[src/rtl/h74e_pkg.sv]
`default_nettype none
// ----------------------------------------------------------------------------
// h74e_pkg
// Types, constants and the nibble coder shared by the Hamming(7,4) byte
// stream encoder.
// ----------------------------------------------------------------------------
package h74e_pkg;

    localparam int ByteW  = 8;
    localparam int WordW  = 7;
    localparam int CodeW  = 2 * WordW;      // coded bits per input byte
    localparam int LeftW  = 6;              // most bits left over after a byte
    localparam int BufW   = LeftW + CodeW;  // bit buffer in the back end
    localparam int CntW   = 5;              // holds 0..BufW
    localparam int QDepth = 4;
    localparam int QPtrW  = 2;
    localparam int QCntW  = 3;

    // input transaction
    typedef struct packed {
        logic [ByteW-1:0] data_byte;
        logic             last_byte;
    } in_t;

    // result transaction
    typedef struct packed {
        logic [ByteW-1:0] code_byte;
        logic             end_of_message;
    } out_t;

    // one queued item: both code words and the end-of-message flag
    typedef struct packed {
        logic [CodeW-1:0] code;
        logic             last;
    } q_entry_t;

    // queue port: an entry and its valid bit
    typedef struct packed {
        logic     valid;
        q_entry_t entry;
    } q_xfer_t;

    // code bits in stream order: p1 p2 d3 p4 d2 d1 d0
    function automatic logic [WordW-1:0] code_nibble(input logic [3:0] n);
        logic p1;
        logic p2;
        logic p4;
        p1 = n[3] ^ n[2] ^ n[0];
        p2 = n[3] ^ n[1] ^ n[0];
        p4 = n[2] ^ n[1] ^ n[0];
        return {p1, p2, n[3], p4, n[2], n[1], n[0]};
    endfunction

endpackage
`default_nettype wire

[src/rtl/h74e_front.sv]
`default_nettype none
// ----------------------------------------------------------------------------
// h74e_front
// Accepts input transactions, codes both nibbles and pushes the code words
// with the end-of-message flag into the queue.
// ----------------------------------------------------------------------------
module h74e_front (
    input  wire logic             aclk,
    input  wire logic             aresetn,
    input  wire logic             s_valid,
    output logic                  s_ready,
    input  wire h74e_pkg::in_t    s_data,
    input  wire logic             q_full,
    output h74e_pkg::q_xfer_t     q_push
);

    logic unused_clk;

    // accept whenever the queue has room
    assign s_ready = ~q_full;

    // high nibble goes first in the stream
    always_comb begin
        q_push.valid      = s_valid & ~q_full & aresetn;
        q_push.entry.code = {h74e_pkg::code_nibble(s_data.data_byte[7:4]),
                             h74e_pkg::code_nibble(s_data.data_byte[3:0])};
        q_push.entry.last = s_data.last_byte;
    end

    assign unused_clk = aclk;

endmodule
`default_nettype wire

[src/rtl/h74e_queue.sv]
`default_nettype none
// ----------------------------------------------------------------------------
// h74e_queue
// Small FIFO that decouples the coder front end from the byte packer.
// ----------------------------------------------------------------------------
module h74e_queue (
    input  wire logic              aclk,
    input  wire logic              aresetn,
    input  wire h74e_pkg::q_xfer_t q_push,
    output logic                   q_full,
    output h74e_pkg::q_xfer_t      q_head,
    input  wire logic              q_pop
);

    h74e_pkg::q_entry_t                mem [h74e_pkg::QDepth];
    logic [h74e_pkg::QPtrW-1:0]        wr_ptr_reg;
    logic [h74e_pkg::QPtrW-1:0]        wr_ptr_next;
    logic [h74e_pkg::QPtrW-1:0]        rd_ptr_reg;
    logic [h74e_pkg::QPtrW-1:0]        rd_ptr_next;
    logic [h74e_pkg::QCntW-1:0]        count_reg;
    logic [h74e_pkg::QCntW-1:0]        count_next;
    logic                              do_push;
    logic                              do_pop;

    assign q_full  = (count_reg == h74e_pkg::QCntW'(h74e_pkg::QDepth));
    assign do_push = q_push.valid & ~q_full;
    assign do_pop  = q_pop & (count_reg != '0);

    // head entry
    always_comb begin
        q_head.valid = (count_reg != '0);
        q_head.entry = mem[rd_ptr_reg];
    end

    // pointer and fill count update
    always_comb begin
        wr_ptr_next = do_push ? wr_ptr_reg + 1'b1 : wr_ptr_reg;
        rd_ptr_next = do_pop  ? rd_ptr_reg + 1'b1 : rd_ptr_reg;
        count_next  = count_reg;
        if (do_push && !do_pop) begin
            count_next = count_reg + 1'b1;
        end else if (!do_push && do_pop) begin
            count_next = count_reg - 1'b1;
        end
    end

    always_ff @(posedge aclk) begin
        if (!aresetn) begin
            wr_ptr_reg <= '0;
            rd_ptr_reg <= '0;
            count_reg  <= '0;
        end else begin
            wr_ptr_reg <= wr_ptr_next;
            rd_ptr_reg <= rd_ptr_next;
            count_reg  <= count_next;
        end
    end

    // storage
    always_ff @(posedge aclk) begin
        if (do_push) begin
            mem[wr_ptr_reg] <= q_push.entry;
        end
    end

endmodule
`default_nettype wire

[src/rtl/h74e_back.sv]
`default_nettype none
// ----------------------------------------------------------------------------
// h74e_back
// Byte packer: appends queued code words to a bit buffer, emits one byte per
// cycle MSB-first while not stalled, and a zero-padded flush byte at end of message.
// ----------------------------------------------------------------------------
module h74e_back (
    input  wire logic              aclk,
    input  wire logic              aresetn,
    input  wire h74e_pkg::q_xfer_t q_head,
    output logic                   q_pop,
    output logic                   m_valid,
    input  wire logic              m_ready,
    output h74e_pkg::out_t         m_data
);

    localparam logic [h74e_pkg::CntW-1:0] CntByte = h74e_pkg::CntW'(h74e_pkg::ByteW);
    localparam logic [h74e_pkg::CntW-1:0] CntCode = h74e_pkg::CntW'(h74e_pkg::CodeW);

    logic [h74e_pkg::BufW-1:0] buf_reg;
    logic [h74e_pkg::BufW-1:0] buf_next;
    logic [h74e_pkg::CntW-1:0] cnt_reg;
    logic [h74e_pkg::CntW-1:0] cnt_next;
    logic                      flush_reg;
    logic                      flush_next;
    logic                      m_valid_reg;
    logic                      m_valid_next;
    h74e_pkg::out_t            m_data_reg;
    h74e_pkg::out_t            m_data_next;

    logic                      can_out;
    logic                      emit_byte;
    logic                      emit_flush;
    logic [h74e_pkg::CntW-1:0] cnt_mid;
    logic                      flush_mid;
    logic                      load;
    logic [h74e_pkg::CntW-1:0] rshift;
    logic [h74e_pkg::CntW-1:0] lshift;
    logic [h74e_pkg::BufW-1:0] byte_win;
    logic [h74e_pkg::BufW-1:0] flush_win;

    // output slot free this cycle
    assign can_out = ~m_valid_reg | m_ready;

    // byte extraction: valid bits sit right-aligned in the buffer
    assign rshift    = cnt_reg - CntByte;
    assign lshift    = CntByte - cnt_reg;
    assign byte_win  = buf_reg >> rshift;
    assign flush_win = buf_reg << lshift;

    // emit, then refill from the queue once fewer than a byte remain
    always_comb begin
        emit_byte  = (cnt_reg >= CntByte) & can_out;
        emit_flush = (cnt_reg < CntByte) & flush_reg & can_out;

        cnt_mid   = cnt_reg;
        flush_mid = flush_reg;
        if (emit_byte) begin
            cnt_mid = cnt_reg - CntByte;
        end else if (emit_flush) begin
            cnt_mid   = '0;
            flush_mid = 1'b0;
        end

        load  = (cnt_mid < CntByte) & ~flush_mid & q_head.valid;
        q_pop = load;

        cnt_next   = cnt_mid;
        buf_next   = buf_reg;
        flush_next = flush_mid;
        if (load) begin
            cnt_next   = cnt_mid + CntCode;
            buf_next   = {buf_reg[h74e_pkg::LeftW-1:0], q_head.entry.code};
            flush_next = q_head.entry.last;
        end
    end

    // output register
    always_comb begin
        m_valid_next = m_valid_reg;
        m_data_next  = m_data_reg;
        if (emit_byte) begin
            m_valid_next               = 1'b1;
            m_data_next.code_byte      = byte_win[h74e_pkg::ByteW-1:0];
            m_data_next.end_of_message = 1'b0;
        end else if (emit_flush) begin
            m_valid_next               = 1'b1;
            m_data_next.code_byte      = flush_win[h74e_pkg::ByteW-1:0];
            m_data_next.end_of_message = 1'b1;
        end else if (m_ready) begin
            m_valid_next = 1'b0;
        end
    end

    always_ff @(posedge aclk) begin
        if (!aresetn) begin
            cnt_reg     <= '0;
            flush_reg   <= 1'b0;
            m_valid_reg <= 1'b0;
        end else begin
            cnt_reg     <= cnt_next;
            flush_reg   <= flush_next;
            m_valid_reg <= m_valid_next;
        end
    end

    // payload registers
    always_ff @(posedge aclk) begin
        buf_reg    <= buf_next;
        m_data_reg <= m_data_next;
    end

    assign m_valid = m_valid_reg;
    assign m_data  = m_data_reg;

endmodule
`default_nettype wire

[src/rtl/hamming74_byte_stream_encoder.sv]
`default_nettype none
// An accepted input transaction passes the queue storage, the bit buffer and
// the output register before its first byte shows on m_.
// Throughput: one output byte per cycle while m_ready is high and coded bits are
// pending, set by the byte packer; an item is 14 bits. The last item of a message
// also yields a flush byte. Reset (aresetn low, synchronous) empties the queue,
// clears pending bits and drops m_valid.
// ----------------------------------------------------------------------------
// hamming74_byte_stream_encoder
// Codes each byte as two Hamming(7,4) words and packs the bit stream into
// bytes, with a flush byte at end of message.
// ----------------------------------------------------------------------------
module hamming74_byte_stream_encoder (
    input  wire logic           aclk,
    input  wire logic           aresetn,
    input  wire logic           s_valid,
    output logic                s_ready,
    input  wire h74e_pkg::in_t  s_data,
    output logic                m_valid,
    input  wire logic           m_ready,
    output h74e_pkg::out_t      m_data
);

    h74e_pkg::q_xfer_t q_push;
    h74e_pkg::q_xfer_t q_head;
    logic              q_full;
    logic              q_pop;

    // coder front end
    h74e_front u_front (
        .aclk    (aclk),
        .aresetn (aresetn),
        .s_valid (s_valid),
        .s_ready (s_ready),
        .s_data  (s_data),
        .q_full  (q_full),
        .q_push  (q_push)
    );

    // decoupling queue
    h74e_queue u_queue (
        .aclk    (aclk),
        .aresetn (aresetn),
        .q_push  (q_push),
        .q_full  (q_full),
        .q_head  (q_head),
        .q_pop   (q_pop)
    );

    // byte packer
    h74e_back u_back (
        .aclk    (aclk),
        .aresetn (aresetn),
        .q_head  (q_head),
        .q_pop   (q_pop),
        .m_valid (m_valid),
        .m_ready (m_ready),
        .m_data  (m_data)
    );

endmodule
`default_nettype wire

[config.mk]
export PLATFORM = sky130hd
export DESIGN_NAME = hamming74_byte_stream_encoder
export DESIGN_NICKNAME = d
export VERILOG_FILES = /design/src/rtl/h74e_pkg.sv /design/src/rtl/h74e_front.sv /design/src/rtl/h74e_queue.sv /design/src/rtl/h74e_back.sv /design/src/rtl/hamming74_byte_stream_encoder.sv
export SDC_FILE = /design/constraint.sdc
export NUM_CORES = 1
export LEC_CHECK = 0
export BUFFER_PORTS_ARGS = -buffer_cell sky130_fd_sc_hd__buf_4
export CAP_MARGIN = 5
export CELL_PAD_IN_SITES_DETAIL_PLACEMENT = 0
export CELL_PAD_IN_SITES_GLOBAL_PLACEMENT = 1
export CORE_UTILIZATION = 35
export CTS_BUF_LIST = sky130_fd_sc_hd__clkbuf_8
export DETAILED_ROUTE_END_ITERATION = 6
export PLACE_DENSITY_LB_ADDON = 0.1
export REMOVE_ABC_BUFFERS = 1
export SYNTH_ARGS = -nofsm -noshare
export SYNTH_HDL_FRONTEND = slang
export SYNTH_HIERARCHICAL = 1
export SYNTH_SLANG_ARGS = --single-unit
[constraint.sdc]
create_clock -name aclk -period 4.56 [get_ports aclk]
set_input_delay 0 -clock aclk [delete_from_list [all_inputs] [get_ports aclk]]
set_output_delay 0 -clock aclk [all_outputs]
set_load 0.01 [all_outputs]
Yosys cells after proc, flatten, opt, wreduce, memory -nomap -nowiden:

Memories as Yosys holds them, arrays and structs flattened. A register that Yosys moved wholly into a read port is not among the register bits.
Cells that the tools add are included.

* register bits: 43
* RAM bits: 60
* output and inout bits: 11
* memories kept: 1

* $add $sub $neg: 7
* $lt $le $gt $ge: 3
* eq/ne operators: 1
* shift-type cells: 2
* multiplexer cells: 17
* bitwise operators: 25
* reduce and logical (&&, ||, !) cells: 8

Memories
* u_queue.mem: words 4, bits a word 15, read ports 1, clocked after memory_dff 1, write ports 1, RTL line h74e_queue.sv:15 `h74e_pkg::q_entry_t mem [h74e_pkg::QDepth];`

Operator list (number)
* left shift 20 x 5 -> 8 bit: 1
* right shift 20 x 5 -> 8 bit: 1
* 2-to-1 mux 9 bit: 2
* 2-to-1 mux 5 bit: 3
* XOR 1 bit: 12
* less-than comparator 5 x 4 -> 1 bit (second input constant): 2
* AND 1 bit: 9
* 2-to-1 mux 1 bit: 8
* 2-to-1 mux 3 bit: 2
* nonzero test 3 bit: 2
* adder 5 x 4 -> 5 bit (second input constant): 1
* >= comparator 5 x 4 -> 1 bit (second input constant): 1
* subtractor 4 x 5 -> 5 bit (first input constant): 1
* subtractor 5 x 4 -> 5 bit (second input constant): 1
* adder 2 x 1 -> 2 bit (second input constant): 2
* 2-to-1 mux 2 bit: 2
* nonzero test 2 bit: 2
* adder 3 x 1 -> 3 bit (second input constant): 1
* == test 3 bit (second input constant): 1
* NOT 1 bit: 3
* subtractor 3 x 1 -> 3 bit (second input constant): 1
* logical AND 1 bit: 2
* logical NOT 1 bit: 2
* OR 1 bit: 1

Depth between registers and ports, before layout:

Gate-level depths: netlist of run 1.

* word-level depth: 12
* depth in mapped cells: 14
* depth with buffers taken out: 14

Modules after synthesis:

Netlist of run 1, hierarchy kept.

By module, submodules not included
* h74e_queue: instances 1, cells an instance 126, area an instance 2666.3 um^2, sequential area each 1981.9 um^2
* h74e_back: instances 1, cells an instance 163, area an instance 2004.4 um^2, sequential area each 980.9 um^2
* h74e_front: instances 1, cells an instance 17, area an instance 222.7 um^2, sequential area each 0.0 um^2

Worst setup path after synthesis of run 1:

OpenSTA, ideal clock, no wires.

* path kind: flip-flop to flip-flop
* start point: register u_back/cnt_reg[3] (netlist bit)
* end point: register u_queue/count_reg[2] (netlist bit)
* arrival time: 2966 ps
* required time: 4490 ps
* setup slack: 1524 ps
* cell stages (with the launch flop): 14
* path buffers: 0
* path through: dfxtp_1 -> inv_1 -> ha_1 -> nor2_1 -> mux2i_1 -> nand2_1 -> inv_1 -> o31ai_2 -> ha_1 -> inv_1 -> fa_1 -> xor2_1 -> or3_1 -> a21boi_1

* word-level cells in the longest chain between the ends: 12

Ends and longest elaborated chain
* start: declaration: RTL line h74e_back.sv:22 `logic [h74e_pkg::CntW-1:0] cnt_reg;`
* start signal: assignment: RTL line h74e_back.sv:101 `cnt_reg <= cnt_next;`
* less-than comparator 5 x 4 -> 1 bit: RTL line h74e_back.sv:54 `emit_flush = (cnt_reg < CntByte) & flush_reg & can_out;`
* AND 1 bit (2 in series): RTL line h74e_back.sv:54
* 2-to-1 mux 5 bit or 2-to-1 mux 1 bit (tied branches): RTL line h74e_back.sv:60 `end else if (emit_flush) begin`
* 2-to-1 mux 5 bit or 2-to-1 mux 1 bit (tied branches): RTL line h74e_back.sv:58 `if (emit_byte) begin`
* less-than comparator 5 x 4 -> 1 bit or NOT 1 bit (tied branches): RTL line h74e_back.sv:65 `load = (cnt_mid < CntByte) & ~flush_mid & q_head.valid;`
* AND 1 bit (*) (2 in series): RTL line h74e_back.sv:65
* net q_pop: RTL line hamming74_byte_stream_encoder.sv:27 `logic q_pop;`
* AND 1 bit (*): RTL line h74e_queue.sv:27 `assign do_pop = q_pop & (count_reg != '0);`
* logical NOT 1 bit: RTL line h74e_queue.sv:40 `if (do_push && !do_pop) begin`
* logical AND 1 bit: RTL line h74e_queue.sv:40
* 2-to-1 mux 3 bit or nonzero test 2 bit (tied branches)
* end signal: assignment: RTL line h74e_queue.sv:55 `count_reg <= count_next;`
* end: declaration: RTL line h74e_queue.sv:20 `logic [h74e_pkg::QCntW-1:0] count_reg;`

Mark *: on every way through the listed nets, which the timed path passes. The rest lies on a longest branch.
A chain may end at the register's enable or synchronous reset.

Worst setup path in the final report of run 1:

Ends and elaborated chain as after synthesis.

==> results of run 1 <==
-- kinds of logic after synthesis --
| logic type | after synthesis |
|---|---|
| buffers and inverters | 33 |
| and+or+nand+nor | 69 |
| AOI/OAI and AO/OA | 25 |
| adders and majority gates | 10 |
| muxes | 52 |
| xor gates and xnor gates | 13 |
| DFF | 104 |
-- per-layer routing --
| metal | track usage | routed length [um] | share of wire |
|---|---|---|---|
| met3 | 0.0325 | 235 | 0.028 |
| met1 | 0.165 | 3920 | 0.47 |
| met5 | 0 | 0 | 0 |
| met2 | 0.205 | 3990 | 0.48 |
| met4 | 0.0656 | 201 | 0.024 |
-- path summary, 6_finish.rpt --
path,startpoint,to,slack (ns),depth (start not counted)
setup / recovery,u_back/cnt_reg[3],u_queue/count_reg[2],0.91,14
hold / removal,s_valid,u_queue/wr_ptr_reg[0],0.28,4
setup reg to reg,u_back/cnt_reg[3],u_queue/count_reg[2],0.91,14
hold reg to reg,u_back/m_data[0],u_back/m_data[0],0.48,2
-- cell type report --
class,count,area share
Tap cell,176,0.0406
Clock buffer,9,0.0228
Clock inverter,6,0.0132
Timing Repair Buffer,36,0.0549
Inverter,10,0.00692
Multi-Input combinational cell,169,0.315
Sequential cell,104,0.546
-- worst max-delay path: stages, from the launching register on --
cell      delay [ns]
dfxtp_1         0.65
inv_1           0.29
ha_1            0.32
nor2_1          0.27
mux2i_1         0.37
nand2_1         0.16
inv_1           0.08
buf_4           0.28
o31ai_2         0.14
ha_1            0.23
inv_1           0.07
fa_1            0.19
xor2_1          0.08
or3_1           0.31
a21boi_1        0.14
-- where the power goes --
part / internal (W) / total (W) / switching (W)
combinational: 0.000583 / 0.00113 / 0.000543
clock: 0.000253 / 0.000574 / 0.000320
sequential: 0.00132 / 0.00150 / 0.000178
-- stage by stage --
step / setup slack, ns / power [W] / utilization / instances / instance area, um2
final: 0.914 / 0.00320 / 0.403 / 510 / 5420
after global placement: 1.08 / 0.00266 / 0.380 / 484 / 5120
after global routing: 0.624 / 0.00342 / 0.403 / 510 / 5420
after floorplan: 1.27 / 0.00231 / - / 283 / 4710
after CTS: 0.886 / 0.00324 / 0.403 / 510 / 5420
after detailed placement: 0.894 / 0.00266 / 0.380 / 484 / 5120
-- placed cells by master (no fill, tap or decap), types with 3 or more instances in the layout --
master / instances
clkinv_4: 3
buf_4: 25
dfxtp_1: 16
xor3_1: 6
xnor2_1: 5
a21oi_1: 3
nor2_1: 16
nor2b_1: 4
inv_1: 9
mux4_2: 23
edfxtp_1: 88
nand2_1: 21
mux2i_1: 13
o21ai_0: 6
and2_1: 9
o211ai_1: 3
ha_1: 9
dlygate4sd3_1: 11
clkbuf_8: 9
a221o_1: 4
mux2_2: 16
nand3_1: 5
-- timing repair --
action | 4_1_cts | 5_1_grt
hold buffers | 11 | 0
gates resized for setup | 0 | 0
hold endpoints to repair | 48 | 0
==> results.md, run 1 <==
- Status: finished clean
- Synth warnings: 6
- Core ar.: 13500 um2
- I/O pins: 24
- Pin count of the biggest net entering global routing: 33
- Pleak: 1.84 nW
- Reg area: 2960 um2
- Setup tns final: 0 ns
- Fin crit period: 3.65 ns
- Share of cells above drive strength 1: 0.257
- CTS Buf Count: 9
- Post-DP HPWL: 5.54 mm
- Setup crit start kind: register
- Worst Path Max Fanout: 22
- Max-cap viol count: 0
- CTS Sinks: 104
- Crit share post-route: 0.800
- Post-synthesis sequential area ratio: 0.605
- Initial Util: 0.364
- HP Class: in2reg
- Port bufs: 23
- Slew @ Worst Pin: 1.05 ns
- Antenna violations before repair: 0
- Element type at the critical path end: register
- Area grow syn2layout: 10.8%
- Setup Skew: 0.00906 ns
- Compound-gate portion of the synthesized area: 0.0376
- Synth cell types: 49
- Nets: 353
- Max reg flops: 60
- WHS: 0.275 ns
- Clock insertion delay at the later pin of the skew report: 0.37 ns
- Post-Syn Instances: 306
- Post-synth EDFFs: 88
- Synthesis-stage register bit count: 104
- Synth Flop Type: edfxtp_1
- Maximum buffer depth of the clock tree: 2
- Pre-antenna DRT Iters: 4
- Gpl congestion: 0.738
- Synthesized area: 4890 um2
- F_max: 274 MHz
- Relative slew slack: 0.296
- Share of the synthesized area in the top cell type: 0.540
- Root Buffer: clkbuf_8
- Gr ovfl total: 0
- Max H-tree Level: 3
- Routed Antenna Nets: 0
- Reg clk slew, reported paths: 0.10 ns
- Maximum vdd drop: 190 uV
- WP data required: 4.87 ns
- WL per Instance: 16.4 um
- Mean Syn Cell Area: 16.0 um2
- Simple-gate share of the synthesized area: 0.0736
- Fillers: 1269
- First-pass GRT wire length: 13.8 mm
- Post-CTS Setup Inserts: 0
- Die X: 120 um
- TritonCTS clock tree: yes
- Top-count cell post-synth: edfxtp_1
- Final hold vios: 0
- Crit path kind: reg2reg
- # rows: 42
- Top cells by area, synth: edfxtp_1, mux4_2, dfxtp_1
- Number of global-route vias before repair: 2536
- Multiplexer share of the synthesized area: 0.169
- GRT Resource Usage Total: 0.129
- Initial DRC count: 101
- Final wirelength: 8.34 mm
- Antenna cells: 0
- Final setup violation count: 0
- Async SR Flop Fraction: 0
- WP data arrival: 3.96 ns
- Via/cell ratio: 4.82
- Top post-synthesis cells by count: edfxtp_1, mux4_2, nand2_1
- Footprint of the multi-input gates: 1710 um2
- Synth Area in XOR/XNOR: 0.0417
- Die H: 120 um
- Synth area leader: edfxtp_1
- Die area: 14500 um2
- Power per cell area: 589 nW/um2
- Unrepaired setup endpoints after global routing: no
- Slew Viols, Final: 0
- Post-synthesis adder-cell area fraction: 0.0271
- DRC: 0
- Largest family of logic cells by synthesized area: multiplexers
- Total number of vias: 2459
No activity file was read; power rests on OpenSTA's default activity.
==> inputs of run 2 (changes only) <==
Clock period 4.56 ns to 3.15 ns, I/O delays scaled along.
==> run 2 against run 1 <==
  * Setup slack got worse by 0.61 ns
  * Clock power rose by 48%
  * Wire length rose by 2.0%
  * Cell count rose by 2.0%
  * Power rose by 47%
  * Core utilization rose by 0.65 points
  * Register-to-register slack got worse by 0.61 ns
  * Combinational power rose by 56%
  * Critical endpoint unchanged
  * Largest power group unchanged
  * Non-clock buffer count rose by 9
  * Sequential share of layout area fell by 0.87 points
==> results.md, run 2 (synthesis results as in run 1) <==
- Slowest-stage cell, CP: fa_1
- Commonest non-fill, non-tap cell in the layout: edfxtp_1
- Routed Antenna Nets: 0 (unchanged)
- Seq pwr share: 0.445 (-0.023)
- Port bufs: 23 (unchanged)
- Gr ovfl total: 0 (unchanged)
- WP data required: 3.46 ns (-1.41 ns)
- Post-CTS sizing: 0 (unchanged)
- Status: finished clean
- # rows: 42 (unchanged)
- Worst Path Max Fanout: 7 (-68%)
- I/O pins: 24 (unchanged)
- Via/cell ratio: 4.87 (+0.99%)
- Slew @ Worst Pin: 0.812 ns (-0.242 ns)
- Die area: 14500 um2 (unchanged)
- Max reg flops: 60 (unchanged)
- Combinational cell fraction of total power: 0.374 (+0.021)
- Clock insertion delay at the later pin of the skew report: 0.37 ns (about the same)
- F_max: 352 MHz (+28%)
- First-pass GRT wire length: 14.1 mm (+2.1%)
- Total number of vias: 2532 (+3.0%)
- Power, Total: 0.00471 W (+47%)
- Final hold vios: 0 (unchanged)
- Core ar.: 13500 um2 (unchanged)
- Pre-antenna DRT Iters: 4 (unchanged)
- Antenna cells: 0 (unchanged)
- Most frequent cells in the layout: edfxtp_1, buf_4, mux4_2
- Initial DRC count: 204 (+100%)
- NetSw: 0.00153 W (+47%)
- Fin crit period: 2.84 ns (-0.805 ns)
- Switching part of the total: 0.325 (-0.00123)
- Share of cells above drive strength 1: 0.276 (+0.0187)
- Final setup violation count: 0 (unchanged)
- Clock power frac: 0.181 (about the same)
- Maximum vdd drop: 456 uV (+140%)
- WP data arrival: 3.15 ns (-0.81 ns)
- Setup tns final: 0 ns (unchanged)
- Worst path cell trace: inv_1, ha_1, nand2_1, a2bb2oi_1, mux2i_1, nand2_1, inv_1, o31ai_2, ha_1, inv_1, fa_1, xor2_1, or3_1, a21boi_1
- GRT Resource Usage Total: 0.131 (+0.00131)
- WHS: 0.244 ns (-0.0312 ns)
- Initial Util: 0.364 (unchanged)
- DP Worst Slack: 0.358 ns (-0.536 ns)
- Power per cell area: 855 nW/um2 (+45%)
- Die H: 120 um (unchanged)
- DRC: 0 (unchanged)
- Layout Cells excl Fill: 520 (+2.0%)
- Die X: 120 um (unchanged)
- Max H-tree Level: 3 (unchanged)
- TritonCTS clock tree: yes
- Crit share post-route: 0.902 (+0.103)
- Placed Cells: 493 (+1.9%)
- HP Class: in2reg
- Unrepaired setup endpoints after global routing: no
- Slew Viols, Final: 0 (unchanged)
- Crit path kind: reg2reg
- Pint: 0.00318 W (+48%)
- Maximum buffer depth of the clock tree: 2 (unchanged)
- Post-DP HPWL: 5.61 mm (+1.4%)
- Relative slew slack: 0.458 (+0.162)
- Final wirelength: 8.50 mm (+2.0%)
- CTS Buf Count: 9 (unchanged)
- Setup crit start kind: register
- Most frequent CP cell: inv_1
- Element type at the critical path end: register
- Antenna violations before repair: 0 (unchanged)
- Number of global-route vias before repair: 2583 (+1.9%)
- Pin count of the biggest net entering global routing: 33 (unchanged)
- Setup ws final: 0.308 ns (-0.605 ns)
- Root Buffer: clkbuf_8
- Setup Skew: 0.00791 ns (-0.00115 ns)
- Nets: 362 (+2.5%)
- CTS Sinks: 104 (unchanged)
- Slowest Stage Delay on Critical Path: 0.37 ns (-0.28 ns)
- Area grow syn2layout: 12.6%
- WL per Instance: 16.4 um (about the same)
- Gpl congestion: 0.733 (-0.64%)
- Max-cap viol count: 0 (unchanged)
- Reg clk slew, reported paths: 0.10 ns (about the same)
- Pleak: 1.90 nW (+3.4%)
==> run 2: path summary, 6_finish.rpt <==
check	depth (start not counted)	slack [ns]	endpoint	startpoint
max	14	0.31	u_queue/count_reg[2]	u_back/cnt_reg[3]
min	5	0.24	u_queue/wr_ptr_reg[1]	s_valid
max reg2reg	14	0.31	u_queue/count_reg[2]	u_back/cnt_reg[3]
min reg2reg	2	0.48	u_back/m_data[0]	u_back/m_data[0]
==> run 2: metrics by stage <==
| step | cell area, um2 | utilization |
|---|---|---|
| after global routing | 5510 | 0.410 |
| after global placement | 5200 | 0.386 |
| after floorplan | 4710 | - |
| after CTS | 5510 | 0.410 |
| final | 5510 | 0.410 |
| after detailed placement | 5200 | 0.386 |
==> run 2: final cells by class <==
class | count | area, um2
clock buffers | 9 | 124
inverters | 10 | 37.5
flip-flops and latches | 104 | 2960
multi-input cells | 169 | 1710
repair buffers | 45 | 378
fillers | 1268 | 7940
clock inverters | 7 | 78.8
well taps | 176 | 220
==> run 2: what timing repair did <==
item	in CTS	in global routing
hold buffers	11	0
buffers inserted	0	0
hold endpoints to repair	47	0
==> run 2: power by group through the flow <==
stage          logic (W)  registers, W  clock network [W]
6_report         0.00176       0.00210           0.000852
2_1_floorplan    0.00115       0.00220                  0
5_1_grt          0.00196       0.00214           0.000941
4_1_cts          0.00179       0.00210           0.000892
3_5_place_dp     0.00178       0.00214                  0
3_3_place_gp     0.00178       0.00214                  0
==> run 2: per-layer routing <==
metal,global-route usage,part of all wire,vias to the layer above
met4,0.0370,0.0076,0
met2,0.208,0.49,36
met5,0,0,-
met1,0.171,0.47,1270
met3,0.0410,0.030,4
li1,-,-,1222
==> run 2: worst max-delay path, delay by kind of cell (launching register included) <==
family                     cells  cell delay [ns]
AOI/OAI and AO/OA              3             0.38
xor gates and xnor gates       1             0.18
adders and majority gates      3             0.88
buffers and inverters          3             0.29
DFF                            1             0.34
muxes                          1             0.15
and+or+nand+nor                3             0.58
